--- src/rtl/tdfsm_pkg.sv ---
`timescale 1ns / 1ps

package tdfsm_pkg;

    // Default sizing
    localparam int DEF_NUM_ENTRIES = 16;
    localparam int DEF_QUEUE_SLOTS = 4;
    localparam int DEF_STATE_BITS  = 4;
    localparam int DEF_EVENT_BITS  = 4;

    // Action mask registers
    localparam int MASK_W    = 16;
    localparam int CFG_IDX_W = 2;

    localparam logic [CFG_IDX_W-1:0] CFG_EXIT_MASK   = 2'd0;
    localparam logic [CFG_IDX_W-1:0] CFG_ENTRY_MASK  = 2'd1;
    localparam logic [CFG_IDX_W-1:0] CFG_UPDATE_MASK = 2'd2;

    // Request codes
    localparam int REQ_W = 2;
    localparam logic [REQ_W-1:0] REQ_APPEND = 2'd0;
    localparam logic [REQ_W-1:0] REQ_POST   = 2'd1;
    localparam logic [REQ_W-1:0] REQ_TICK   = 2'd2;

    // Result kinds
    localparam int KIND_W = 2;
    localparam logic [KIND_W-1:0] KIND_APPEND_ACK = 2'd0;
    localparam logic [KIND_W-1:0] KIND_POST_ACK   = 2'd1;
    localparam logic [KIND_W-1:0] KIND_FIRED      = 2'd2;
    localparam logic [KIND_W-1:0] KIND_TICK_DONE  = 2'd3;

    // Sequencer
    typedef enum logic [1:0] {
        S_IDLE,
        S_SCAN,
        S_DONE
    } t_fsm;

    // Table cell control
    typedef struct packed {
        logic load;
        logic shift;
    } t_cell_ctl;

    // Event ring control and status
    typedef struct packed {
        logic push;
        logic pop;
    } t_ring_ctl;

    typedef struct packed {
        logic full;
        logic empty;
    } t_ring_sts;

endpackage

--- src/rtl/tdfsm_cell.sv ---
`timescale 1ns / 1ps

// One transition table slot: loads on append, rotates toward cell 0 on scan.
module tdfsm_cell import tdfsm_pkg::*; #(
    parameter int ENTRY_W = 3 * DEF_STATE_BITS
) (
    input  logic               i_clk,
    input  t_cell_ctl          i_ctl,
    input  logic [ENTRY_W-1:0] i_load_data,
    input  logic [ENTRY_W-1:0] i_shift_data,
    output logic [ENTRY_W-1:0] o_entry
);

    logic [ENTRY_W-1:0] r_entry;

    always_ff @(posedge i_clk) begin
        if (i_ctl.load) begin
            r_entry <= i_load_data;
        end else if (i_ctl.shift) begin
            r_entry <= i_shift_data;
        end
    end

    assign o_entry = r_entry;

endmodule

--- src/rtl/tdfsm_ring.sv ---
`timescale 1ns / 1ps

// Event ring; one slot stays unused. Writes go to next(head), reads from next(tail).
module tdfsm_ring import tdfsm_pkg::*; #(
    parameter int QUEUE_SLOTS = DEF_QUEUE_SLOTS,
    parameter int EVENT_BITS  = DEF_EVENT_BITS
) (
    input  logic                  i_clk,
    input  logic                  i_rst_n,
    input  t_ring_ctl             i_ctl,
    input  logic [EVENT_BITS-1:0] i_push_data,
    output t_ring_sts             o_sts,
    output logic [EVENT_BITS-1:0] o_pop_data
);

    localparam int PW = (QUEUE_SLOTS > 1) ? $clog2(QUEUE_SLOTS) : 1;
    localparam logic [PW-1:0] LAST_SLOT = PW'(QUEUE_SLOTS - 1);

    logic [EVENT_BITS-1:0] r_slot [QUEUE_SLOTS];
    logic [PW-1:0]         r_head;
    logic [PW-1:0]         r_tail;
    logic [PW-1:0]         w_head_nx;
    logic [PW-1:0]         w_tail_nx;

    assign w_head_nx = (r_head == LAST_SLOT) ? '0 : r_head + 1'b1;
    assign w_tail_nx = (r_tail == LAST_SLOT) ? '0 : r_tail + 1'b1;

    assign o_sts.full  = (w_head_nx == r_tail);
    assign o_sts.empty = (r_head == r_tail);
    assign o_pop_data  = r_slot[w_tail_nx];

    always_ff @(posedge i_clk) begin
        if (!i_rst_n) begin
            r_head <= '0;
            r_tail <= '0;
        end else begin
            if (i_ctl.push) begin
                r_head <= w_head_nx;
            end
            if (i_ctl.pop) begin
                r_tail <= w_tail_nx;
            end
        end
    end

    always_ff @(posedge i_clk) begin
        if (i_ctl.push) begin
            r_slot[w_head_nx] <= i_push_data;
        end
    end

endmodule

--- src/rtl/table_driven_fsm_with_event_queue_top.sv ---
`timescale 1ns / 1ps

// Channel | Direction | Handshake                 | Beat
// --------+-----------+---------------------------+------------------------------------
// in      | input     | i_in_valid / o_in_stall   | request: type, transition, event
// out     | output    | o_out_valid / i_out_stall | result: kind, flags, states, last
// cfg     | input     | i_cfg_we                  | action mask write (idx, data)
//
// Append and post each give one ack beat.
// A tick with an empty ring gives only its done beat; otherwise the table
// rotates once through the cell chain, one entry per cycle unless a fired beat
// waits on an out stall, then gives its done beat once the out side is free.
// Synchronous active-low reset clears the entry count, ring pointers, state and masks.
// One output register between the sides; requests wait during a tick or a stalled beat.
module table_driven_fsm_with_event_queue_top import tdfsm_pkg::*; #(
    parameter int NUM_ENTRIES = DEF_NUM_ENTRIES,
    parameter int QUEUE_SLOTS = DEF_QUEUE_SLOTS,
    parameter int STATE_BITS  = DEF_STATE_BITS,
    parameter int EVENT_BITS  = DEF_EVENT_BITS
) (
    input  logic                  i_clk,
    input  logic                  i_rst_n,

    // config
    input  logic                  i_cfg_we,
    input  logic [CFG_IDX_W-1:0]  i_cfg_idx,
    input  logic [MASK_W-1:0]     i_cfg_data,

    // request channel
    input  logic                  i_in_valid,
    output logic                  o_in_stall,
    input  logic [REQ_W-1:0]      i_req_type,
    input  logic [STATE_BITS-1:0] i_from_state,
    input  logic [EVENT_BITS-1:0] i_on_event,
    input  logic [STATE_BITS-1:0] i_to_state,
    input  logic [EVENT_BITS-1:0] i_event_code,

    // result channel
    output logic                  o_out_valid,
    input  logic                  i_out_stall,
    output logic [KIND_W-1:0]     o_result_kind,
    output logic                  o_accepted,
    output logic                  o_event_taken,
    output logic [EVENT_BITS-1:0] o_taken_event,
    output logic [STATE_BITS-1:0] o_exit_state,
    output logic                  o_exit_fire,
    output logic [STATE_BITS-1:0] o_entry_state,
    output logic                  o_entry_fire,
    output logic [STATE_BITS-1:0] o_current_state,
    output logic                  o_update_fire,
    output logic                  o_last
);

    localparam int ENTRY_W = 2 * STATE_BITS + EVENT_BITS;
    localparam int IDXW    = (NUM_ENTRIES > 1) ? $clog2(NUM_ENTRIES) : 1;
    localparam int CNTW    = $clog2(NUM_ENTRIES + 1);
    localparam logic [IDXW-1:0] LAST_IDX = IDXW'(NUM_ENTRIES - 1);
    localparam logic [CNTW-1:0] FULL_CNT = CNTW'(NUM_ENTRIES);

    // action bit of a state; states past the mask width have none
    function automatic logic mask_bit(input logic [MASK_W-1:0] m, input logic [7:0] s);
        logic r;
        r = (s[7:4] == 4'd0) ? m[s[3:0]] : 1'b0;
        return r;
    endfunction

    // ---------------- registers ----------------
    t_fsm                  r_fsm, n_fsm;
    logic [CNTW-1:0]       r_count;
    logic [IDXW-1:0]       r_scan_idx;
    logic [STATE_BITS-1:0] r_state;     // machine state
    logic [STATE_BITS-1:0] r_next;      // state after the running tick
    logic [EVENT_BITS-1:0] r_event;     // event taken by the running tick
    logic [MASK_W-1:0]     r_exit_mask;
    logic [MASK_W-1:0]     r_entry_mask;
    logic [MASK_W-1:0]     r_update_mask;

    logic                  r_out_valid;
    logic [KIND_W-1:0]     r_kind,   n_kind;
    logic                  r_acc,    n_acc;
    logic                  r_taken,  n_taken;
    logic [EVENT_BITS-1:0] r_tev,    n_tev;
    logic [STATE_BITS-1:0] r_xs,     n_xs;
    logic                  r_xf,     n_xf;
    logic [STATE_BITS-1:0] r_ns,     n_ns;
    logic                  r_nf,     n_nf;
    logic [STATE_BITS-1:0] r_cs,     n_cs;
    logic                  r_uf,     n_uf;
    logic                  r_last,   n_last;

    // ---------------- control nets ----------------
    logic                  w_out_free;
    logic                  w_accept;
    logic                  w_append_ok;
    logic                  w_tick_go;
    logic                  w_load_out;
    logic                  w_hit;
    logic                  w_step;
    logic                  w_in_range;
    t_ring_ctl             w_ring_ctl;
    t_ring_sts             w_ring_sts;
    logic [EVENT_BITS-1:0] w_pop_data;

    logic [ENTRY_W-1:0]    w_entry [NUM_ENTRIES];
    logic [ENTRY_W-1:0]    w_new_entry;
    logic [STATE_BITS-1:0] w_src;
    logic [EVENT_BITS-1:0] w_ev;
    logic [STATE_BITS-1:0] w_dst;

    // ---------------- table: rotating chain of cells ----------------
    assign w_new_entry = {i_from_state, i_on_event, i_to_state};

    for (genvar g = 0; g < NUM_ENTRIES; g++) begin : g_cell
        t_cell_ctl w_ctl;
        assign w_ctl.load  = w_append_ok && (r_count == CNTW'(g));
        assign w_ctl.shift = w_step;

        tdfsm_cell #(
            .ENTRY_W (ENTRY_W)
        ) u_cell (
            .i_clk        (i_clk),
            .i_ctl        (w_ctl),
            .i_load_data  (w_new_entry),
            .i_shift_data (w_entry[(g + 1) % NUM_ENTRIES]),
            .o_entry      (w_entry[g])
        );
    end

    // cell 0 holds original entry r_scan_idx during a scan
    assign w_src = w_entry[0][ENTRY_W-1 -: STATE_BITS];
    assign w_ev  = w_entry[0][STATE_BITS +: EVENT_BITS];
    assign w_dst = w_entry[0][STATE_BITS-1:0];

    // ---------------- event ring ----------------
    tdfsm_ring #(
        .QUEUE_SLOTS (QUEUE_SLOTS),
        .EVENT_BITS  (EVENT_BITS)
    ) u_ring (
        .i_clk       (i_clk),
        .i_rst_n     (i_rst_n),
        .i_ctl       (w_ring_ctl),
        .i_push_data (i_event_code),
        .o_sts       (w_ring_sts),
        .o_pop_data  (w_pop_data)
    );

    // ---------------- handshake and scan control ----------------
    assign w_out_free = !r_out_valid || !i_out_stall;
    assign o_in_stall = !((r_fsm == S_IDLE) && w_out_free);
    assign w_accept   = i_in_valid && !o_in_stall;

    assign w_append_ok = w_accept && (i_req_type == REQ_APPEND) && (r_count < FULL_CNT);
    assign w_tick_go   = w_accept && (i_req_type == REQ_TICK) && !w_ring_sts.empty;

    assign w_ring_ctl.push = w_accept && (i_req_type == REQ_POST) && !w_ring_sts.full;
    assign w_ring_ctl.pop  = w_tick_go;

    // r_state holds the state from before the tick until DONE
    assign w_in_range = (CNTW'(r_scan_idx) < r_count);
    assign w_hit  = (r_fsm == S_SCAN) && w_in_range && (w_src == r_state)
                    && (w_ev == r_event);
    // hold the chain while a fired beat cannot be placed
    assign w_step = (r_fsm == S_SCAN) && (!w_hit || w_out_free);

    // ---------------- next state ----------------
    always_comb begin
        n_fsm = r_fsm;
        unique case (r_fsm)
            S_IDLE: begin
                if (w_tick_go) begin
                    n_fsm = S_SCAN;
                end
            end
            S_SCAN: begin
                if (w_step && (r_scan_idx == LAST_IDX)) begin
                    n_fsm = S_DONE;
                end
            end
            S_DONE: begin
                if (w_out_free) begin
                    n_fsm = S_IDLE;
                end
            end
            default: n_fsm = S_IDLE;
        endcase
    end

    // ---------------- result beat ----------------
    always_comb begin
        w_load_out = 1'b0;
        n_kind  = KIND_APPEND_ACK;
        n_acc   = 1'b0;
        n_taken = 1'b0;
        n_tev   = '0;
        n_xs    = '0;
        n_xf    = 1'b0;
        n_ns    = '0;
        n_nf    = 1'b0;
        n_cs    = '0;
        n_uf    = 1'b0;
        n_last  = 1'b0;
        unique case (r_fsm)
            S_IDLE: begin
                if (w_accept) begin
                    unique case (i_req_type)
                        REQ_APPEND: begin
                            w_load_out = 1'b1;
                            n_kind     = KIND_APPEND_ACK;
                            n_acc      = (r_count < FULL_CNT);
                            n_last     = 1'b1;
                        end
                        REQ_POST: begin
                            w_load_out = 1'b1;
                            n_kind     = KIND_POST_ACK;
                            n_acc      = !w_ring_sts.full;
                            n_last     = 1'b1;
                        end
                        REQ_TICK: begin
                            // empty ring: done beat right away
                            if (w_ring_sts.empty) begin
                                w_load_out = 1'b1;
                                n_kind     = KIND_TICK_DONE;
                                n_cs       = r_state;
                                n_uf       = mask_bit(r_update_mask, 8'(r_state));
                                n_last     = 1'b1;
                            end
                        end
                        default: ;
                    endcase
                end
            end
            S_SCAN: begin
                if (w_hit && w_out_free) begin
                    w_load_out = 1'b1;
                    n_kind     = KIND_FIRED;
                    n_taken    = 1'b1;
                    n_tev      = r_event;
                    n_xs       = w_src;
                    n_xf       = mask_bit(r_exit_mask, 8'(w_src));
                    n_ns       = w_dst;
                    n_nf       = mask_bit(r_entry_mask, 8'(w_dst));
                end
            end
            S_DONE: begin
                if (w_out_free) begin
                    w_load_out = 1'b1;
                    n_kind     = KIND_TICK_DONE;
                    n_taken    = 1'b1;
                    n_tev      = r_event;
                    n_cs       = r_next;
                    n_uf       = mask_bit(r_update_mask, 8'(r_next));
                    n_last     = 1'b1;
                end
            end
            default: ;
        endcase
    end

    // ---------------- control registers ----------------
    always_ff @(posedge i_clk) begin
        if (!i_rst_n) begin
            r_fsm         <= S_IDLE;
            r_count       <= '0;
            r_scan_idx    <= '0;
            r_state       <= '0;
            r_out_valid   <= 1'b0;
            r_exit_mask   <= '0;
            r_entry_mask  <= '0;
            r_update_mask <= '0;
        end else begin
            r_fsm <= n_fsm;
            if (w_append_ok) begin
                r_count <= r_count + 1'b1;
            end
            if (w_tick_go) begin
                r_scan_idx <= '0;
            end else if (w_step) begin
                r_scan_idx <= (r_scan_idx == LAST_IDX) ? '0 : r_scan_idx + 1'b1;
            end
            if ((r_fsm == S_DONE) && w_out_free) begin
                r_state <= r_next;
            end
            if (w_load_out) begin
                r_out_valid <= 1'b1;
            end else if (!i_out_stall) begin
                r_out_valid <= 1'b0;
            end
            if (i_cfg_we) begin
                unique case (i_cfg_idx)
                    CFG_EXIT_MASK:   r_exit_mask   <= i_cfg_data;
                    CFG_ENTRY_MASK:  r_entry_mask  <= i_cfg_data;
                    CFG_UPDATE_MASK: r_update_mask <= i_cfg_data;
                    default: ;
                endcase
            end
        end
    end

    // ---------------- tick payload ----------------
    always_ff @(posedge i_clk) begin
        if (w_tick_go) begin
            r_event <= w_pop_data;
            r_next  <= r_state;
        end else if (w_step && w_hit) begin
            // last match wins
            r_next <= w_dst;
        end
    end

    always_ff @(posedge i_clk) begin
        if (w_load_out) begin
            r_kind  <= n_kind;
            r_acc   <= n_acc;
            r_taken <= n_taken;
            r_tev   <= n_tev;
            r_xs    <= n_xs;
            r_xf    <= n_xf;
            r_ns    <= n_ns;
            r_nf    <= n_nf;
            r_cs    <= n_cs;
            r_uf    <= n_uf;
            r_last  <= n_last;
        end
    end

    assign o_out_valid     = r_out_valid;
    assign o_result_kind   = r_kind;
    assign o_accepted      = r_acc;
    assign o_event_taken   = r_taken;
    assign o_taken_event   = r_tev;
    assign o_exit_state    = r_xs;
    assign o_exit_fire     = r_xf;
    assign o_entry_state   = r_ns;
    assign o_entry_fire    = r_nf;
    assign o_current_state = r_cs;
    assign o_update_fire   = r_uf;
    assign o_last          = r_last;

endmodule

--- config.mk ---
export PLATFORM = sky130hd
export DESIGN_NAME = table_driven_fsm_with_event_queue_top
export DESIGN_NICKNAME = d
export VERILOG_FILES = /design/src/rtl/tdfsm_pkg.sv /design/src/rtl/tdfsm_cell.sv /design/src/rtl/tdfsm_ring.sv /design/src/rtl/table_driven_fsm_with_event_queue_top.sv
export SDC_FILE = /design/constraint.sdc
export NUM_CORES = 1
export LEC_CHECK = 0
export ABC_AREA = 1
export BUFFER_PORTS_ARGS = -buffer_cell sky130_fd_sc_hd__buf_2
export CORE_MARGIN = 2
export CORE_UTILIZATION = 30
export DETAILED_ROUTE_END_ITERATION = 6
export PLACE_DENSITY = 0.43
export SETUP_SLACK_MARGIN = 0.4
export SLEW_MARGIN = 0
export SYNTH_ARGS = -nofsm -noshare
export SYNTH_HDL_FRONTEND = slang
export SYNTH_SLANG_ARGS = --single-unit
--- constraint.sdc ---
create_clock -name i_clk -period 3.1 [get_ports i_clk]
set_clock_uncertainty 0.2 [all_clocks]
set_input_delay 0.155 -clock i_clk [delete_from_list [all_inputs] [get_ports i_clk]]
set_output_delay 0.155 -clock i_clk [all_outputs]
set_load 0.01 [all_outputs]
==> summary.txt, run 1 <==
Floorplanning
  – Effective utilization at floorplan: between 30 and 40%
  – Die area: roughly 47000 µm²
  – Die X-Extent: 217.8 µm
  – I/O pin count: between 60 and 70
  – Core area: 45280 µm²
  – Die Ht: approximately 220 µm
  – Std cell rows: slightly below 80

Timing
  – Final hold violation count: 0
  – Timing-limited maximum frequency: 399.0 MHz
  – Fin crit share: 80.85%
  – Fin Setup TNS: 0 ns
  – Crit path time final: 2.506 ns
  – WHS: 0.02946 ns
  – RSZ-0062 raised after global routing: no
  – Max_slew headroom: 38.03%
  – Setup violations, final: 0
  – Final max-slew violation count: 0
  – Worst Tran Pin Value: 0.9285 ns

CTS
  – Longest Clk Path Bufs: 3
  – Root Driver: clkbuf_16
  – TritonCTS buffer count: 36
  – TritonCTS clock tree: yes
  – Sink Count: around 310
  – Reg clk slew, reported paths: 0.06 ns
  – # H-tree levels: 2
  – Clk Latency, worst-skew pair: 0.53 ns

Global route
  – Grt ovf: 0
  – Initial antenna violation count: 0
  – Vias in the first global route: around 9300
  – Largest net degree at the start of global routing: 32
  – Met3 GRT Util: roughly 2.3%
  – Met2 Use GR: 24.42%
  – GRT met1 Usage: 20.89%
  – GRT Resource Usage Total: 15.01%
  – Busiest grt layer: met2
  – First-pass GRT wire length: 54920 µm

Worst setup path
  – Worst r2r path cells: 11
  – Worst Path Max Fanout: 12
  – Crit Path Category: flop to flop
  – Crit end category: flop
  – CP arrival: 2.51 ns
  – Crit Reg-Reg Endpoint: g_cell[10].u_cell.o_entry[2]
  – R2R setup slack: roughly 0.59 ns
  – WP data required: 3.11 ns
  – Crit start category: flop
  – Reg-to-Reg Start: r_count[1]

Logic synthesis
  – Yosys reg bits: 308
  – Synth unique cells: 34
  – Syn Inst Count: ~1400
  – Mapped Nets: roughly 1400
  – Synth Area per Inst: 10.03 µm²
  – Netlist Area Pre-Place: 13720 µm²
  – Ys Warns: 0
  – Sequential area share after synthesis: between 60% and 70%

Worst hold path
  – Hold Path Origin: i_cfg_we
  – Hold/Removal Path Class: primary input to flop
  – Min-Delay Path Depth: 6
  – Hold Path Sink: r_entry_mask[13]

Pwr
  – Leak: 6.541 nW
  – Tot Pwr: roughly 10 mW
  – PwrDens: 647.5 nW/µm²
  – Maximum VDD drop: about 0.32 mV

Layout
  – Share of cells above drive strength 1: 14.11%
  – Area grow syn2layout: 17.24%
  – Fin area: 16080 µm²
  – Number of inserted diodes: 0
  – Post-layout util: 35.52%
  – Leading cell type in the layout, fill and taps excluded: nand2_1
  – Commonest cells after routing, fill and taps aside: nand2_1 (276), o21ai_0 (242), edfxtp_1 (240)
  – Fin nets: 1519

Placed design
  – I/O Buffers: 66
  – GPL Wtd Cong: between 0.8 and 0.9
  – Post-Place Cell Area: 14490 µm²
  – HPWL after DPL: 23380 µm

Run
  – Max Cap Viol: 0

Route
  – Vias per cell: 4.620
  – Final WL: 35650 µm
  – Drt pass-1 iters: 5
  – Starting DRC count in detailed routing: 620
  – DR vias: 9615
  – DRC: 0
  – Routed WL per cell: 17.13 µm
  – Post-DRT Antenna Nets: 0

Run status
  – Run status: finished clean
sequential cells by signal (all words and copies together) (netlist names), 2 cells and up:
register / cells
o_exit_state: 4
u_ring.r_slot: 16
r_event: 4
r_next: 4
r_state: 4
u_ring.r_head: 2
u_ring.r_tail: 2
r_scan_idx: 4
o_taken_event: 4
g_cell.u_cell.o_entry: 192
r_update_mask: 16
o_current_state: 4
r_fsm: 2
r_count: 5
r_exit_mask: 16
o_entry_state: 4
o_result_kind: 2
r_entry_mask: 16
worst max path at each step:
stage,from,end,cells past startpoint
after floorplan,r_count[2],o_accepted,11
after global placement,r_count[3],g_cell[10].u_cell.o_entry[10],9
after detailed placement,r_count[3],g_cell[14].u_cell.o_entry[4],9
after CTS,r_count[3],g_cell[7].u_cell.o_entry[11],8
after global routing,r_count[1],g_cell[11].u_cell.o_entry[0],11
final,r_count[1],g_cell[10].u_cell.o_entry[2],11
final cells by class:
type                       instances  area, µm²
multi-input combinational        895       4425
tap                              600      750.7
timing repair buffer             119      808.3
sequential                       308       8569
clock inverter                    16      140.1
inverter                          96      360.3
clock buffer                      47       1028
fill                            4646      29200
worst max-delay path, cell delays in order (launching register included):
cell     delay (ns)
dfxtp_1        0.40
inv_1          0.12
ha_1           0.30
nand2_1        0.06
inv_1          0.03
nand2_1        0.04
nand2_1        0.08
a21oi_2        0.16
nand3_1        0.16
nand2_4        0.21
buf_4          0.19
nand2_2        0.20
synth_stat cells, drive strengths merged:
cell type  number  area, µm²
a211oi          2      15.01
o22ai          11      68.82
inv            95      356.6
and3            1      6.260
nand3          14      75.07
buf            34      324.1
dfxtp          68       1361
nand4           3      18.77
ha             22      275.3
nor2          168      714.4
edfxtp        240       7207
clkbuf         35      133.9
o211ai          5      37.54
o21ai         313       1612
clkinv          1      3.750
xnor2           1      8.760
xor2            1      8.760
a21oi          41      205.2
a31o            1      8.760
nor4            1      12.51
nand2         311       1265
per-layer routing:
layer  up-vias  wire length (µm)
met3        48              1304
li1       4845                 -
met5         -                 0
met1      4549             17390
met4         0               671
met2       173             16290
repair_timing:
action | CTS | global route
hold buffers | 29 | 0
buffers inserted | 0 | 4
resized for setup | 13 | 17
setup endpoints to repair | 180 | 229
pin swaps | 0 | 1
cloned | 0 | 0
hold endpoints to repair | 75 | 0
logic make-up (layout without fill, tap and decap cells):
family,Yosys count,count (layout),synth area share [%]
XOR/XNOR,2,2,0.1277
flip-flops,308,308,62.46
adder cells (fa/ha/maj),22,22,2.007
AO/OA/AOI/OAI,373,373,14.19
buffers and inverters,165,278,5.965
AND/OR/NAND/NOR,498,498,15.25
power breakdown:
group          internal [mW]  leakage, nW  total [mW]  switching [mW]
logic                  0.335         3.22        1.06           0.725
clock network           2.51        0.570        4.22            1.71
registers               4.96         2.75        5.14           0.176
total                   7.80         6.54        10.4            2.61
per-stage QoR:
step,std cells,setup slack (ns)
final,2081,0.5936
after global placement,1985,0.3583
after floorplan,1368,0.4630
after global routing,2081,0.4077
after detailed placement,1985,0.2754
after CTS,2077,0.4037
No activity file was read; power rests on OpenSTA's default activity.
==> inputs of run 2 (changes only) <==
- PLACE_DENSITY: 0.43 -> 0.44
- clock period: 3.1 -> 2 ns (I/O delays scaled with it)
==> run 2 against run 1 <==
Against the previous run: the run now ends with negative hold slack, negative setup slack left; largest power group unchanged; via count increased by 14%; die area did not move; wire length is 16% higher; clock power is 58% higher; maximum frequency up 12%; clock-buffer cell count is 1 lower; worst setup slack got worse by 0.83 ns; register-to-register slack got worse by 0.83 ns; combinational power grew to 2.7 times the previous value.
==> summary.txt, run 2 (synthesis gave the netlist of run 1 again) <==
Worst setup path
  – R2R setup slack: -0.23 ns
  – CP startpoint: r_fsm[0]
  – Crit start category: flop
  – Worst path bufs/invs: 4
  – Crit end category: flop
  – CP top delay family: simple AND/OR/NAND/NOR gates
  – Max stage delay on crit path: 0.34 ns
  – Worst Path Max Fanout: 7
  – Crit path cell chain: inv_2, ha_4, nand3_4, nor2_4, nand2_4, buf_12, nor2_8, buf_12, nand2_8, buf_12, nand2_4, o21ai_2
  – Worst r2r path cells: 12
  – Reg-to-Reg Start: r_fsm[0]
  – CP dominant cell by count: buf_12
  – Crit Reg-Reg Endpoint: g_cell[14].u_cell.o_entry[11]
  – Crit Path Category: flop to flop
  – CP max stage cell: dfxtp_2
  – WP data required: approximately 2.1 ns
  – Worst setup endpoint: g_cell[14].u_cell.o_entry[11]
  – Critical Path Stages: 12
  – CP arrival: 2.32 ns

Floorplanning
  – I/O pin count: 67
  – Effective utilization at floorplan: 30.29%
  – Die X-Extent: ~220 µm
  – Std cell rows: 78
  – Die area: 47450 µm²
  – Die Ht: 217.8 µm
  – Core area: ~45000 µm²

Route
  – Post-DRT Antenna Nets: 0
  – Starting DRC count in detailed routing: 762
  – DR vias: 10980
  – Final WL: 41500 µm
  – Drt pass-1 iters: 5
  – Vias per cell: 4.744
  – DRC: 0
  – Routed WL per cell: 17.93 µm

Global route
  – Vias in the first global route: 10460
  – First-pass GRT wire length: ~60000 µm
  – GRT Resource Usage Total: 16.55%
  – Largest net degree at the start of global routing: 49
  – Grt ovf: 0
  – Initial antenna violation count: 0

Timing
  – Max_slew headroom: between 50 and 60%
  – RSZ-0062 raised after global routing: yes
  – Final max-slew violation count: 0
  – WHS: -0.1341 ns
  – Fin Setup TNS: -46.28 ns
  – PnR worst setup slack: -0.2335 ns
  – Worst Tran Pin Value: a little over 0.6 ns
  – Final hold violation count: 2
  – Fin crit share: 111.7%
  – Crit path time final: 2.233 ns
  – Timing-limited maximum frequency: between 400 and 500 MHz
  – Setup violations, final: 412

CTS
  – Root Driver: clkbuf_16
  – # hold bufs at CTS: 41
  – Longest Clk Path Bufs: 3
  – Sink Count: just over 300
  – TritonCTS clock tree: yes
  – Reg clk slew, reported paths: 0.06 ns
  – TritonCTS buffer count: 36
  – # H-tree levels: 2
  – Clk Latency, worst-skew pair: about 0.55 ns

Layout
  – Post-layout util: 45.47%
  – Area grow syn2layout: 50.10%
  – Number of flip-flops in the largest register: approximately 190
  – Commonest cells after routing, fill and taps aside: edfxtp_1 (240), nor2_1 (151), o21ai_0 (144)
  – Number of inserted diodes: 0
  – Share of cells above drive strength 1: slightly above 40%
  – FILL cells: 4242
  – Fin nets: between 1500 and 2000
  – Leading cell type in the layout, fill and taps excluded: edfxtp_1

Run
  – Max Cap Viol: 0

Placed design
  – HPWL after DPL: 24880 µm
  – GPL Wtd Cong: just under 0.8
  – I/O Buffers: 66

Run status
  – Violated checks: negative hold slack, negative setup slack
  – Run status: complete, but fails checks

Pwr
  – Leak: 8.135 nW
  – Maximum VDD drop: 0.4778 mV
  – PwrDens: 851.5 nW/µm²
  – Tot Pwr: roughly 18 mW

Worst hold path
  – Hold/Removal Path Class: primary input to flop
[run 2: cell type report]
cell class	count	area [µm²]	area share [%]
Clock buffer	46	948.4	4.606
Inverter	96	371.6	1.805
Multi-Input combinational cell	932	6591	32.01
Tap cell	600	750.7	3.646
Timing Repair Buffer	313	3117	15.14
Clock inverter	19	231.5	1.124
Sequential cell	308	8581	41.67
[run 2: worst min-delay path by stage]
stage                     from                   to  slack [ns]  cells past startpoint
3_5_place_dp   i_event_code[2]  u_ring.r_slot[2][2]        0.12                      1
5_1_grt            i_out_stall          o_out_valid       -0.13                      4
4_1_cts            i_out_stall          o_out_valid       -0.15                      4
6_report           i_out_stall          o_out_valid       -0.13                      4
3_3_place_gp   i_event_code[0]  u_ring.r_slot[2][0]        0.12                      1
2_1_floorplan  i_event_code[0]  u_ring.r_slot[0][0]      -0.001                      0
[run 2: tightest hold or removal path, stage by stage]
cell and delay (ns):
buf_2 0.10, nand2_2 0.10, buf_4 0.15, a21oi_1 0.08
[run 2: what timing repair did]
| action | in CTS | in global routing |
|---|---|---|
| gates cloned | 23 | 31 |
| setup buffers | 24 | 31 |
| resized for setup | 149 | 368 |
| hold endpoints to repair | 258 | 2 |
| pin swaps | 28 | 52 |
| setup endpoints to repair | 480 | 499 |
[run 2: metrics by stage]
stage / instances / setup WS (ns) / hold slack, ns / area, µm²
after floorplan: 1368 / -0.1794 / -0.001131 / 14050
after global placement: 2099 / -0.2372 / 0.1201 / 15800
after detailed placement: 2099 / -0.2629 / 0.1211 / 15800
after CTS: 2252 / -0.1780 / -0.1515 / 18520
after global routing: 2314 / -0.3109 / -0.1296 / 20590
final: 2314 / -0.2335 / -0.1341 / 20590
[run 2: per-layer routing]
layer	global-route usage (%)	share of wire, %	vias up
met5	0	0	-
met4	4.240	1.6	0
met3	3.347	4.5	51
met2	26.94	48	221
met1	22.48	46	5302
li1	-	-	5403
[run 2: where the power goes]
| group | internal [mW] | switching [mW] |
|---|---|---|
| clock network | 4.01 | 2.65 |
| logic | 1.26 | 1.56 |
| registers | 7.69 | 0.354 |
